$ cat config.mk
export PLATFORM = sky130hd
export DESIGN_NAME = detection_box_decode_argmax
export DESIGN_NICKNAME = d
export VERILOG_FILES = /design/src/hdl/dbda_pkg.sv /design/src/hdl/dbda_axis_lane.sv /design/src/hdl/dbda_argmax.sv /design/src/hdl/detection_box_decode_argmax.sv
export SDC_FILE = /design/constraint.sdc
export NUM_CORES = 2
export LEC_CHECK = 0
export ABC_AREA = 0
export BUFFER_PORTS_ARGS = -buffer_cell sky130_fd_sc_hd__buf_2
export CAP_MARGIN = 25
export CORE_MARGIN = 2
export CORE_UTILIZATION = 30
export CTS_BUF_LIST = sky130_fd_sc_hd__clkbuf_4 sky130_fd_sc_hd__clkbuf_8
export DETAILED_ROUTE_END_ITERATION = 7
export PLACE_DENSITY = 0.53
export SYNTH_ARGS = -nofsm -noshare
export SYNTH_HDL_FRONTEND = slang
export SYNTH_SLANG_ARGS = --single-unit
$ cat constraint.sdc
create_clock -name clock -period 8.6 [get_ports clock]
set_input_delay 0 -clock clock [delete_from_list [all_inputs] [get_ports clock]]
set_output_delay 0 -clock clock [all_outputs]
set_load 0.01 [all_outputs]
$ cat src/hdl/dbda_pkg.sv
`timescale 1ns / 1ps
// ----------------------------------------------------------------------------
// dbda_pkg
// shared widths, register indexes, reset values and types for the box decoder
// ----------------------------------------------------------------------------
package dbda_pkg;

   // field widths
   localparam int POS_W   = 15;  // centre and size, q11.4
   localparam int SCALE_W = 16;  // q4.12 scale
   localparam int IMG_W   = 13;  // image size in pixels
   localparam int SCORE_W = 12;  // q0.12 score
   localparam int CNT_W   = 4;   // class count and class index
   localparam int EDGE_W  = 12;  // clamped edge in pixels

   // corner arithmetic
   localparam int MAG_W      = POS_W + 2;          // |2*c +/- s|
   localparam int PROD_W     = MAG_W + SCALE_W;    // product in 2^-17 pixel
   localparam int PROD_SHIFT = 17;

   // score packing
   localparam int SCORES_PER_WORD = 5;
   localparam int SCORE_WORD_W    = SCORES_PER_WORD * SCORE_W;
   localparam int MAX_CLASSES_DEF = 10;

   // configuration port
   localparam int CSR_IDX_W  = 3;
   localparam int CSR_DATA_W = 16;

   localparam logic [CSR_IDX_W-1:0] REG_SCALE_X      = 3'd0;
   localparam logic [CSR_IDX_W-1:0] REG_SCALE_Y      = 3'd1;
   localparam logic [CSR_IDX_W-1:0] REG_IMAGE_WIDTH  = 3'd2;
   localparam logic [CSR_IDX_W-1:0] REG_IMAGE_HEIGHT = 3'd3;
   localparam logic [CSR_IDX_W-1:0] REG_SCORE_THRESH = 3'd4;
   localparam logic [CSR_IDX_W-1:0] REG_CLASS_COUNT  = 3'd5;

   localparam logic [SCALE_W-1:0] SCALE_RESET  = 16'd4096;
   localparam logic [IMG_W-1:0]   IMAGE_RESET  = 13'd640;
   localparam logic [SCORE_W-1:0] THRESH_RESET = 12'd2048;
   localparam logic [CNT_W-1:0]   COUNT_RESET  = 4'd10;

   // per-stage advance strobes shared by all lanes
   typedef struct packed {
      logic s1;
      logic s2;
   } pipe_en_type;

   // one argmax candidate
   typedef struct packed {
      logic               vld;
      logic [SCORE_W-1:0] score;
      logic [CNT_W-1:0]   idx;
   } cand_type;

endpackage

$ cat src/hdl/dbda_axis_lane.sv
`timescale 1ns / 1ps
// ----------------------------------------------------------------------------
// dbda_axis_lane
// one axis of the box: low and high corner, scaled, truncated and clamped
// ----------------------------------------------------------------------------
module dbda_axis_lane (
   input  logic                        clock,
   input  dbda_pkg::pipe_en_type       en,
   input  logic [dbda_pkg::POS_W-1:0]  centre,
   input  logic [dbda_pkg::POS_W-1:0]  size,
   input  logic [dbda_pkg::SCALE_W-1:0] scale,
   input  logic [dbda_pkg::IMG_W-1:0]  image_size,
   output logic [dbda_pkg::EDGE_W-1:0] lo_edge,
   output logic [dbda_pkg::EDGE_W-1:0] hi_edge
);

   localparam int MAG_W  = dbda_pkg::MAG_W;
   localparam int PROD_W = dbda_pkg::PROD_W;
   localparam int EDGE_W = dbda_pkg::EDGE_W;
   localparam int PX_W   = PROD_W - dbda_pkg::PROD_SHIFT;

   logic [MAG_W-1:0]  twice_c;
   logic [MAG_W-1:0]  size_ext;
   logic [MAG_W-1:0]  mag_lo_in, mag_hi_in;
   logic              pos_lo_in, pos_hi_in;
   logic [MAG_W-1:0]  mag_lo_ff, mag_hi_ff;
   logic              pos_lo_ff, pos_hi_ff;
   logic [PROD_W-1:0] prod_lo_ff, prod_hi_ff;
   logic              pos_lo2_ff, pos_hi2_ff;

   // stage 1: corner in q12.5, sign split from magnitude
   assign twice_c   = {1'b0, centre, 1'b0};
   assign size_ext  = {2'b00, size};
   assign mag_hi_in = twice_c + size_ext;
   assign pos_hi_in = (mag_hi_in != '0);
   assign pos_lo_in = (twice_c > size_ext);
   assign mag_lo_in = twice_c - size_ext;

   always_ff @(posedge clock) begin
      if (en.s1) begin
         mag_lo_ff <= mag_lo_in;
         mag_hi_ff <= mag_hi_in;
         pos_lo_ff <= pos_lo_in;
         pos_hi_ff <= pos_hi_in;
      end
   end

   // stage 2: scale multiply
   always_ff @(posedge clock) begin
      if (en.s2) begin
         prod_lo_ff <= PROD_W'(mag_lo_ff) * PROD_W'(scale);
         prod_hi_ff <= PROD_W'(mag_hi_ff) * PROD_W'(scale);
         pos_lo2_ff <= pos_lo_ff;
         pos_hi2_ff <= pos_hi_ff;
      end
   end

   // clamp to 0..min(image,4096)-1
   function automatic logic [EDGE_W-1:0] clamp_edge(
      input logic [PROD_W-1:0]          prod,
      input logic                       pos,
      input logic [dbda_pkg::IMG_W-1:0] img
   );
      logic [PX_W-1:0]   px;
      logic [EDGE_W-1:0] lim_m1;
      logic              empty;
      px     = prod[PROD_W-1:dbda_pkg::PROD_SHIFT];
      empty  = (img == '0);
      lim_m1 = img[EDGE_W] ? {EDGE_W{1'b1}} : (img[EDGE_W-1:0] - EDGE_W'(1));
      if (!pos || empty)
         clamp_edge = '0;
      else if (px > PX_W'(lim_m1))
         clamp_edge = lim_m1;
      else
         clamp_edge = px[EDGE_W-1:0];
   endfunction

   assign lo_edge = clamp_edge(prod_lo_ff, pos_lo2_ff, image_size);
   assign hi_edge = clamp_edge(prod_hi_ff, pos_hi2_ff, image_size);

endmodule

$ cat src/hdl/dbda_argmax.sv
`timescale 1ns / 1ps
// ----------------------------------------------------------------------------
// dbda_argmax
// first highest enabled score: pair lanes, then a short merge over pairs
// ----------------------------------------------------------------------------
module dbda_argmax #(
   parameter int MAX_CLASSES = dbda_pkg::MAX_CLASSES_DEF
) (
   input  logic                                        clock,
   input  dbda_pkg::pipe_en_type                       en,
   input  logic [MAX_CLASSES-1:0][dbda_pkg::SCORE_W-1:0] scores,
   input  logic [MAX_CLASSES-1:0]                      class_en,
   output dbda_pkg::cand_type                          best
);

   localparam int NP    = (MAX_CLASSES + 1) / 2;
   localparam int CNT_W = dbda_pkg::CNT_W;

   // b sits at a higher index, so it wins only on a strictly larger score
   function automatic dbda_pkg::cand_type pick(
      input dbda_pkg::cand_type a,
      input dbda_pkg::cand_type b
   );
      if (b.vld && (!a.vld || (b.score > a.score)))
         pick = b;
      else
         pick = a;
   endfunction

   dbda_pkg::cand_type pair_in [NP];
   dbda_pkg::cand_type pair_ff [NP];
   dbda_pkg::cand_type best_in;
   dbda_pkg::cand_type best_ff;

   genvar p;
   generate
      for (p = 0; p < NP; p++) begin : g_pair
         dbda_pkg::cand_type ca;
         assign ca = '{vld: class_en[2*p], score: scores[2*p], idx: CNT_W'(2*p)};
         if (2*p + 1 < MAX_CLASSES) begin : g_two
            dbda_pkg::cand_type cb;
            assign cb = '{vld: class_en[2*p+1], score: scores[2*p+1],
                          idx: CNT_W'(2*p+1)};
            assign pair_in[p] = pick(ca, cb);
         end else begin : g_one
            assign pair_in[p] = ca;
         end
      end
   endgenerate

   always_ff @(posedge clock) begin
      if (en.s1) begin
         pair_ff <= pair_in;
      end
   end

   // NP-1 dependent steps over the pair winners, in index order
   always_comb begin
      best_in = pair_ff[0];
      for (int i = 1; i < NP; i++) begin
         best_in = pick(best_in, pair_ff[i]);
      end
   end

   always_ff @(posedge clock) begin
      if (en.s2) begin
         best_ff <= best_in;
      end
   end

   assign best = best_ff;

endmodule

$ cat src/hdl/detection_box_decode_argmax.sv
`timescale 1ns / 1ps
// ----------------------------------------------------------------------------
// detection_box_decode_argmax
// decodes one proposal per item into a clamped image box and best class
// ----------------------------------------------------------------------------
// usage
//   req_* carries one proposal: centre and size in q11.4 model pixels and ten
//   q0.12 class scores packed five to a word. rsp_* carries the kept box
//   edges, the best score and its class index. proposals whose best score is
//   below the threshold give no rsp item.
//   csr_* writes the six settings registers (index 0..5, higher indexes are
//   ignored); write only while no item is in flight.
// timing
//   three-stage pipeline: corner add and pair compare, scale multiply and
//   pair merge, clamp and threshold into the output register. a kept item
//   passes the stage 1 and stage 2 registers into the output register that
//   drives rsp_valid. one item per cycle sustained while rsp_ready is high;
//   the multiply stage sets the clock period.
// reset and stall
//   reset empties the pipeline and loads the register defaults. each stage
//   moves when the next one is free, so req_ready stays high while bubbles
//   remain even though rsp is stalled; only a full pipeline backs up.
// ----------------------------------------------------------------------------
module detection_box_decode_argmax #(
   parameter int MAX_CLASSES = dbda_pkg::MAX_CLASSES_DEF
) (
   input  logic                               clock,
   input  logic                               reset,
   // proposal items in
   input  logic                               req_valid,
   output logic                               req_ready,
   input  logic [dbda_pkg::POS_W-1:0]         req_centre_x,
   input  logic [dbda_pkg::POS_W-1:0]         req_centre_y,
   input  logic [dbda_pkg::POS_W-1:0]         req_box_width,
   input  logic [dbda_pkg::POS_W-1:0]         req_box_height,
   input  logic [dbda_pkg::SCORE_WORD_W-1:0]  req_scores_low,
   input  logic [dbda_pkg::SCORE_WORD_W-1:0]  req_scores_high,
   // detection items out
   output logic                               rsp_valid,
   input  logic                               rsp_ready,
   output logic [dbda_pkg::EDGE_W-1:0]        rsp_left,
   output logic [dbda_pkg::EDGE_W-1:0]        rsp_top,
   output logic [dbda_pkg::EDGE_W-1:0]        rsp_right,
   output logic [dbda_pkg::EDGE_W-1:0]        rsp_bottom,
   output logic [dbda_pkg::SCORE_W-1:0]       rsp_confidence,
   output logic [dbda_pkg::CNT_W-1:0]         rsp_class_index,
   // settings write port
   input  logic                               csr_wr_en,
   input  logic [dbda_pkg::CSR_IDX_W-1:0]     csr_index,
   input  logic [dbda_pkg::CSR_DATA_W-1:0]    csr_wr_data
);

   localparam int SCORE_W = dbda_pkg::SCORE_W;
   localparam int CNT_W   = dbda_pkg::CNT_W;
   localparam int EDGE_W  = dbda_pkg::EDGE_W;
   localparam int IMG_W   = dbda_pkg::IMG_W;
   localparam int SPW     = dbda_pkg::SCORES_PER_WORD;

   // settings registers
   logic [dbda_pkg::SCALE_W-1:0] scale_x_ff, scale_y_ff;
   logic [IMG_W-1:0]             image_width_ff, image_height_ff;
   logic [SCORE_W-1:0]           thresh_ff;
   logic [CNT_W-1:0]             class_count_ff;

   always_ff @(posedge clock) begin
      if (reset) begin
         scale_x_ff      <= dbda_pkg::SCALE_RESET;
         scale_y_ff      <= dbda_pkg::SCALE_RESET;
         image_width_ff  <= dbda_pkg::IMAGE_RESET;
         image_height_ff <= dbda_pkg::IMAGE_RESET;
         thresh_ff       <= dbda_pkg::THRESH_RESET;
         class_count_ff  <= dbda_pkg::COUNT_RESET;
      end else if (csr_wr_en) begin
         case (csr_index)
            dbda_pkg::REG_SCALE_X:      scale_x_ff      <= csr_wr_data;
            dbda_pkg::REG_SCALE_Y:      scale_y_ff      <= csr_wr_data;
            dbda_pkg::REG_IMAGE_WIDTH:  image_width_ff  <= csr_wr_data[IMG_W-1:0];
            dbda_pkg::REG_IMAGE_HEIGHT: image_height_ff <= csr_wr_data[IMG_W-1:0];
            dbda_pkg::REG_SCORE_THRESH: thresh_ff       <= csr_wr_data[SCORE_W-1:0];
            dbda_pkg::REG_CLASS_COUNT:  class_count_ff  <= csr_wr_data[CNT_W-1:0];
            default: ;
         endcase
      end
   end

   // pipeline control: a stage advances when it is empty or the next one moves
   logic                  v1_ff, v2_ff, rsp_valid_ff;
   logic                  en3;
   dbda_pkg::pipe_en_type pen;
   logic                  keep;

   assign en3       = !rsp_valid_ff || rsp_ready;
   assign pen.s2    = !v2_ff || en3;
   assign pen.s1    = !v1_ff || pen.s2;
   assign req_ready = pen.s1;

   // effective class count: zero means one, capped at the lane count
   logic [CNT_W-1:0]       n_eff;
   logic [MAX_CLASSES-1:0] class_en;

   always_comb begin
      if (class_count_ff > CNT_W'(MAX_CLASSES))
         n_eff = CNT_W'(MAX_CLASSES);
      else if (class_count_ff == '0)
         n_eff = CNT_W'(1);
      else
         n_eff = class_count_ff;
   end

   // unpack score lanes
   logic [MAX_CLASSES-1:0][SCORE_W-1:0] scores;

   genvar c;
   generate
      for (c = 0; c < MAX_CLASSES; c++) begin : g_score
         if (c < SPW) begin : g_low
            assign scores[c] = req_scores_low[c*SCORE_W +: SCORE_W];
         end else begin : g_high
            assign scores[c] = req_scores_high[(c-SPW)*SCORE_W +: SCORE_W];
         end
         assign class_en[c] = (CNT_W'(c) < n_eff);
      end
   endgenerate

   // corner lanes, one per axis
   logic [EDGE_W-1:0] left_w, right_w, top_w, bottom_w;

   dbda_axis_lane u_lane_x (
      .clock      (clock),
      .en         (pen),
      .centre     (req_centre_x),
      .size       (req_box_width),
      .scale      (scale_x_ff),
      .image_size (image_width_ff),
      .lo_edge    (left_w),
      .hi_edge    (right_w)
   );

   dbda_axis_lane u_lane_y (
      .clock      (clock),
      .en         (pen),
      .centre     (req_centre_y),
      .size       (req_box_height),
      .scale      (scale_y_ff),
      .image_size (image_height_ff),
      .lo_edge    (top_w),
      .hi_edge    (bottom_w)
   );

   // best class
   dbda_pkg::cand_type best;

   dbda_argmax #(
      .MAX_CLASSES (MAX_CLASSES)
   ) u_argmax (
      .clock    (clock),
      .en       (pen),
      .scores   (scores),
      .class_en (class_en),
      .best     (best)
   );

   // merge: threshold decides whether the item leaves the block
   assign keep = (best.score >= thresh_ff);

   always_ff @(posedge clock) begin
      if (reset) begin
         v1_ff        <= 1'b0;
         v2_ff        <= 1'b0;
         rsp_valid_ff <= 1'b0;
      end else begin
         if (pen.s1) v1_ff        <= req_valid;
         if (pen.s2) v2_ff        <= v1_ff;
         if (en3)    rsp_valid_ff <= v2_ff && keep;
      end
   end

   // output register, payload only
   logic [EDGE_W-1:0]  left_ff, top_ff, right_ff, bottom_ff;
   logic [SCORE_W-1:0] conf_ff;
   logic [CNT_W-1:0]   cls_ff;

   always_ff @(posedge clock) begin
      if (en3) begin
         left_ff   <= left_w;
         top_ff    <= top_w;
         right_ff  <= right_w;
         bottom_ff <= bottom_w;
         conf_ff   <= best.score;
         cls_ff    <= best.idx;
      end
   end

   assign rsp_valid       = rsp_valid_ff;
   assign rsp_left        = left_ff;
   assign rsp_top         = top_ff;
   assign rsp_right       = right_ff;
   assign rsp_bottom      = bottom_ff;
   assign rsp_confidence  = conf_ff;
   assign rsp_class_index = cls_ff;

endmodule
# --- Yosys cells after proc, flatten, opt, wreduce, memory -nomap -nowiden ---
# Index checks and enable logic that the tools add are counted.
op_classes:
  addsub: 6
  n_mul: 4
  order_cmp: 27
  eq_ne: 5
  mux: 17
  reduce_logical: 54
op_table:
  columns: ["op", "count"]
  rows:
  - ["two-way mux 17 bit", 8]
  - ["multiplier 17 x 16 -> 33 bit", 4]
  - ["greater-than comparator 12 bit", 9]
  - ["two-way mux 12 bit", 6]
  - ["greater-than comparator 16 x 12 -> 1 bit", 4]
  - ["adder 16 x 15 -> 17 bit", 2]
  - ["nonzero test 17 bit", 2]
  - ["subtractor 16 x 15 -> 17 bit", 2]
  - ["greater-than comparator 16 x 15 -> 1 bit", 2]
  - ["zero test 13 bit", 2]
  - ["subtractor 12 x 1 -> 12 bit, second input constant", 2]
  - ["zero test 1 bit", 16]
  - ["logical OR 1 bit", 16]
  - ["less-than comparator 3 x 4 -> 1 bit, first input constant", 4]
  - ["two-way mux 16 bit", 1]
  - ["greater-or-equal comparator 12 bit", 1]
  - ["AND reduction 2 bit", 6]
  - ["logical AND 1 bit", 10]
  - ["less-than comparator 1 x 4 -> 1 bit, first input constant", 2]
  - ["less-than comparator 2 x 4 -> 1 bit, first input constant", 2]
  - ["less-than comparator 4 bit, first input constant", 2]
  - ["two-way mux 4 bit", 2]
  - ["equality test 3 x 2 -> 1 bit, second input constant", 2]
  - ["equality test 3 bit, second input constant", 2]
  - ["other kinds (4)", 4]
totals:
  reg_bits: 450
  input_bits: 204
  output_inout_bits: 66
  word_cells: 161

# --- Depth between registers and ports, before layout ---
logic_depth:
  depth_word: 16
  ltp_mapped: 43
  ltp_nobuf: 37

# --- Modules after synthesis ---
# A second synthesis with hierarchy kept.
unflattened:
  hier_cells: 6232
  area_unflattened_um2: 57269.9
modules_own_cells:
  columns: ["mod", "n_inst", "cells_per_inst", "area_per_inst_um2", "seq_area_each_um2"]
  rows:
  - ["dbda_axis_lane (u_lane_y)", 1, 2378, 21625.7, 2072.0]
  - ["dbda_axis_lane (u_lane_x)", 1, 2359, 21489.4, 2072.0]
  - ["dbda_argmax", 1, 1036, 9078.7, 2612.5]
  - ["detection_box_decode_argmax", 1, 459, 5076.1, 3463.3]

# --- Worst setup path after synthesis ---
# Ideal clock, no wire load.
synth_timing:
  path_kind: "register to register"
  from: "register u_argmax.pair_ff[56] in the netlist's numbering"
  to: "register u_argmax.best_ff (netlist bit u_argmax.best[10]) (data pin)"
  setup_ns: 0.259
  arrival_ns: 7.382
  t_required_ns: 8.341
  setup_slack_ns: 0.959
  path_stages_with_launch: 40
  n_path_buf: 6
  period_less_slack_ns: 7.641
  path_cell_list: "edfxtp_1 ha_1 nor2b_1 o21a_1 o21a_1 o21ai_0 a31oi_1 o21ai_1 buf_2 mux2i_1 ha_1 a21o_1 a21o_1 a21oi_1 o221ai_1 o311ai_1 clkbuf_1 buf_1 [... 4 more ...] a21o_1 a21o_1 a21oi_1 o221ai_1 o311a_1 clkbuf_1 clkbuf_1 a22oi_1 ha_1 a21o_1 a21o_1 a211oi_1 o221ai_1 o311ai_1 inv_1 clkbuf_1 nand2_1 nand3_1"
synth_lines:
  columns: ["element", "line_no", "rtl"]
  rows:
  - ["from (decl)", "dbda_argmax.sv:31", "dbda_pkg::cand_type pair_ff [NP];"]
  - ["from (signal assigned)", "dbda_argmax.sv:53", "pair_ff <= pair_in;"]
  - ["to (signal assigned)", "dbda_argmax.sv:67", "best_ff <= best_in;"]
  - ["to (decl)", "dbda_argmax.sv:33", "dbda_pkg::cand_type best_ff;"]

==> results_dict.tcl <==
set metrics [dict create \
    drt_iter0_markers 2044 \
    hp-start "req_box_width[7]" \
    final_antenna_net_count 0 \
    die_x_um 430 \
    cp.arrival_ps 8490 \
    critPathMaxStageDelay_ps 420 \
    critPathCaptureType "flip-flop" \
    async_flop_share_pct 0 \
    fin_nets 7980 \
    setup_ws_ps 696 \
    initial_core_util_pct 30.1 \
    outcome "finished, final reports clean" \
    wl_per_cell_um 18.1 \
    synth-edff-count 288 \
    num_vias 41200 \
    ys_seq_elements 365 \
    critPathRequiredTime_ps 9180 \
    fin_skew_ps 45.1 \
    rr_startpoint "u_argmax.pair_ff[60]" \
    total_power_mw 9.27 \
    ys_warn_count 0 \
    finalSetupViolCount 0 \
    coreArea_um2 180000 \
    synth-simple-area-share_pct 15.9 \
    numCtsBuffers 69 \
    slew_viol_final 0 \
    ys_types 73 \
    design.portCount 270 \
    synth_nets 7557 \
    drt_pass1_iterations 6 \
    synth-compound-area-share_pct 6.68 \
    clock-sinks 365 \
    r2r_setup_slack_ps 700 \
    synth_top_family_by_area "adder cells" \
    pre_cts_ws_ps 483 \
    yosysSeqAreaShare_pct 18.7 \
    maxCapViolCount 0 \
    muxShareOfSynthArea_pct 1.68 \
    fp.dieArea_um2 185000 \
    grt_max_degree 78 \
    track_usage_pct 17.2 \
    synthAdderAreaFrac_pct 45.3 \
    crit_type "flip-flop to flip-flop" \
    dp_hpwl_mm 124 \
    gr-total-overflow 0 \
    grt_pass1_vias 43600 \
    hold_path_class "input port to flip-flop" \
    cpMostUsedCell "a21o_1" \
    io_buffers 269 \
    postSynthAreaPerCell_um2 9.24 \
    synthXorXnorAreaFrac_pct 1.98 \
    post-route-period-util_pct 91.9 \
    hold-path-endpoint "u_lane_x.mag_lo_ff[8]" \
    max_freq_ghz 0.127 \
    post_cts_buffers 0 \
    cpMaxStageDelayCell "edfxtp_1" \
    cts_root_buf "clkbuf_8" \
    post-route-min-period_ps 7900 \
    grt_pass1_wl_mm 248 \
    drive_gt1_share_pct 8.27 \
    reg2reg_depth 39 \
    p_leak_nw 29.5 \
    relSlewSlack_pct 26.7 \
    routabilityCongestion 0.872 \
    hold_path_depth 5 \
    via_per_inst 4.71 \
    tightest_slew_ps 1100 \
    path_max_fanout 39 \
    tns_ps 0 \
    clk_pin_slew_ps 60 \
    clkLatencyLatePin_ps 750 \
    cts_max_path_buffers 3 \
    postSynthCellCount 5883 \
    fp.dieH_um 430 \
    routed_wl_mm 158 \
    syn_area_um2 54400 \
    htreeDepth 3 \
    setup.worst_path.start_class "flip-flop" \
    synth-main-ff-cell "edfxtp_1" \
    drc 0 \
    ir_drop_v 0.000108 \
    rsz0062_at_grt "no" \
    finalHoldViolations 0 \
    power_density_nw_per_um2 148 \
    syn_to_final_growth_pct 15.1 \
    antenna_found_initial 7 \
    r2r_end "u_argmax.best[14]" \
    tritoncts "built" \
    rows 156 \
]
==> repair_timing <==
item / in CTS / in global routing
setup endpoints to repair: 0 / 12
endpoints found under the hold margin: 205 / 0
hold buffers: 261 / 0
resized for setup: 0 / 3
==> how the worst max path moves through the flow <==
stage	start	to	slack, ps
2_1_floorplan	u_argmax.pair_ff[56]	u_argmax.best[10]	960
3_5_place_dp	u_argmax.pair_ff[60]	u_argmax.best[12]	480
4_1_cts	u_argmax.pair_ff[60]	u_argmax.best[12]	390
5_1_grt	u_argmax.pair_ff[56]	u_argmax.best[13]	70
6_report	u_argmax.pair_ff[60]	u_argmax.best[14]	700
3_3_place_gp	u_argmax.pair_ff[60]	u_argmax.best[0]	540
==> cells by family (layout without fill, tap and decap cells) <==
logic type               after synthesis  count (layout)
AND/OR/NAND/NOR                     1861            1861
AO/OA/AOI/OAI                        578             578
flip-flops                           365             365
other                                  1               5
adder cells (fa/ha/maj)             1470            1470
multiplexers                          88              88
buffers and inverters               1397            1873
XOR/XNOR                             123             123
==> power breakdown <==
| group | switching (mW) | internal, mW |
|---|---|---|
| registers | 0.755 | 2.48 |
| clock network | 0.850 | 1.08 |
| logic | 2.34 | 1.76 |
| total | 3.94 | 5.32 |
==> Yosys cell counts (all sizes together), types with 6 or more instances <==
| library cell | n | share of area, % |
|---|---|---|
| inv | 1142 | 7.9 |
| nand2 | 977 | 6.7 |
| fa | 832 | 31 |
| ha | 638 | 15 |
| and2 | 362 | 4.2 |
| edfxtp | 288 | 16 |
| clkbuf | 249 | 1.7 |
| a21oi | 194 | 1.8 |
| nor2 | 186 | 1.3 |
| o21ai | 133 | 1.2 |
| xnor2 | 84 | 1.4 |
| dfxtp | 77 | 2.8 |
| a21o | 73 | 1.0 |
| mux2i | 60 | 1.1 |
| nand3 | 57 | 0.52 |
| nor3 | 56 | 0.52 |
| nand2b | 51 | 0.60 |
| nor2b | 49 | 0.56 |
| nand4 | 39 | 0.45 |
| xor2 | 39 | 0.63 |
| o21a | 30 | 0.41 |
| mux2 | 28 | 0.58 |
| a211oi | 19 | 0.26 |
| nor4 | 18 | 0.21 |
| a211o | 17 | 0.27 |
| and3 | 16 | 0.18 |
| a31oi | 14 | 0.16 |
| a22oi | 13 | 0.18 |
| o21bai | 12 | 0.17 |
| or2 | 10 | 0.12 |
| nand3b | 9 | 0.12 |
| or3 | 9 | 0.10 |
| a2111oi | 8 | 0.13 |
| o41ai | 8 | 0.16 |
| or4 | 8 | 0.11 |
| a221oi | 7 | 0.14 |
| a31o | 7 | 0.11 |
| o31ai | 7 | 0.097 |
| buf | 6 | 0.069 |
==> metrics by stage <==
stage | std cells | hold slack [ps] | utilization, % | instance area (µm²)
CTS | 8726 | 10.4 | 34.6 | 62500
detailed placement | 8341 | 261 | 32.4 | 58300
finish | 8733 | 66.5 | 34.7 | 62600
global route | 8733 | 52.9 | 34.7 | 62600
floorplan | 5883 | 98.9 | - | 54400
global placement | 8336 | 256 | 32.3 | 58300
==> placed cells by master, fill, tap and decap left out, drive strengths merged, types with 49 or more instances in the layout <==
master	count
dlygate4sd3	261
and2	362
buf	346
mux2i	60
nor2b	49
a21o	73
dfxtp	77
ha	638
nand2b	51
a21oi	194
nor3	56
clkbuf	96
nor2	186
o21ai	133
nand2	977
nand3	57
xnor2	84
edfxtp	288
inv	1145
fa	832
==> metal layers <==
layer | track usage [%] | share of wire [%] | routed length (µm) | vias up
met5 | 0 | 0 | 0 | -
met4 | 5.72 | 3.4 | 5390 | 0
met3 | 2.02 | 3.9 | 6130 | 226
met2 | 30.2 | 49 | 78000 | 859
met1 | 22.0 | 43 | 68500 | 20800
li1 | - | - | - | 19300
==> critical path, delay by kind of cell, from the launching register on <==
family	cells	cell delay, ps
fa+ha+maj	4	1110
buf+inv	4	1010
simple gates	8	1130
mux	1	340
flops	1	420
compound gates	22	3710
==> registers in the layout (all words and copies together) (netlist names), 16 cells and up <==
signal	count
u_argmax.pair_ff	70
u_lane_x.prod_lo_ff	16
u_lane_y.mag_hi_ff	17
u_lane_x.prod_hi_ff	16
u_argmax.best	16
scale_y_ff	16
u_lane_y.prod_lo_ff	16
u_lane_x.mag_hi_ff	17
u_lane_y.mag_lo_ff	16
u_lane_x.mag_lo_ff	16
scale_x_ff	16
u_lane_y.prod_hi_ff	16
==> final cells by class <==
cell class,count,area [µm²]
Fill cell,18600,118000
Multi-Input combinational cell,4121,39000
Sequential cell,365,10200
Timing Repair Buffer,607,4600
Inverter,1142,4290
Tap cell,2370,2970
Clock buffer,96,1210
Clock inverter,28,319
Antenna cell,4,10.0
(Power assumes the default switching activity.)
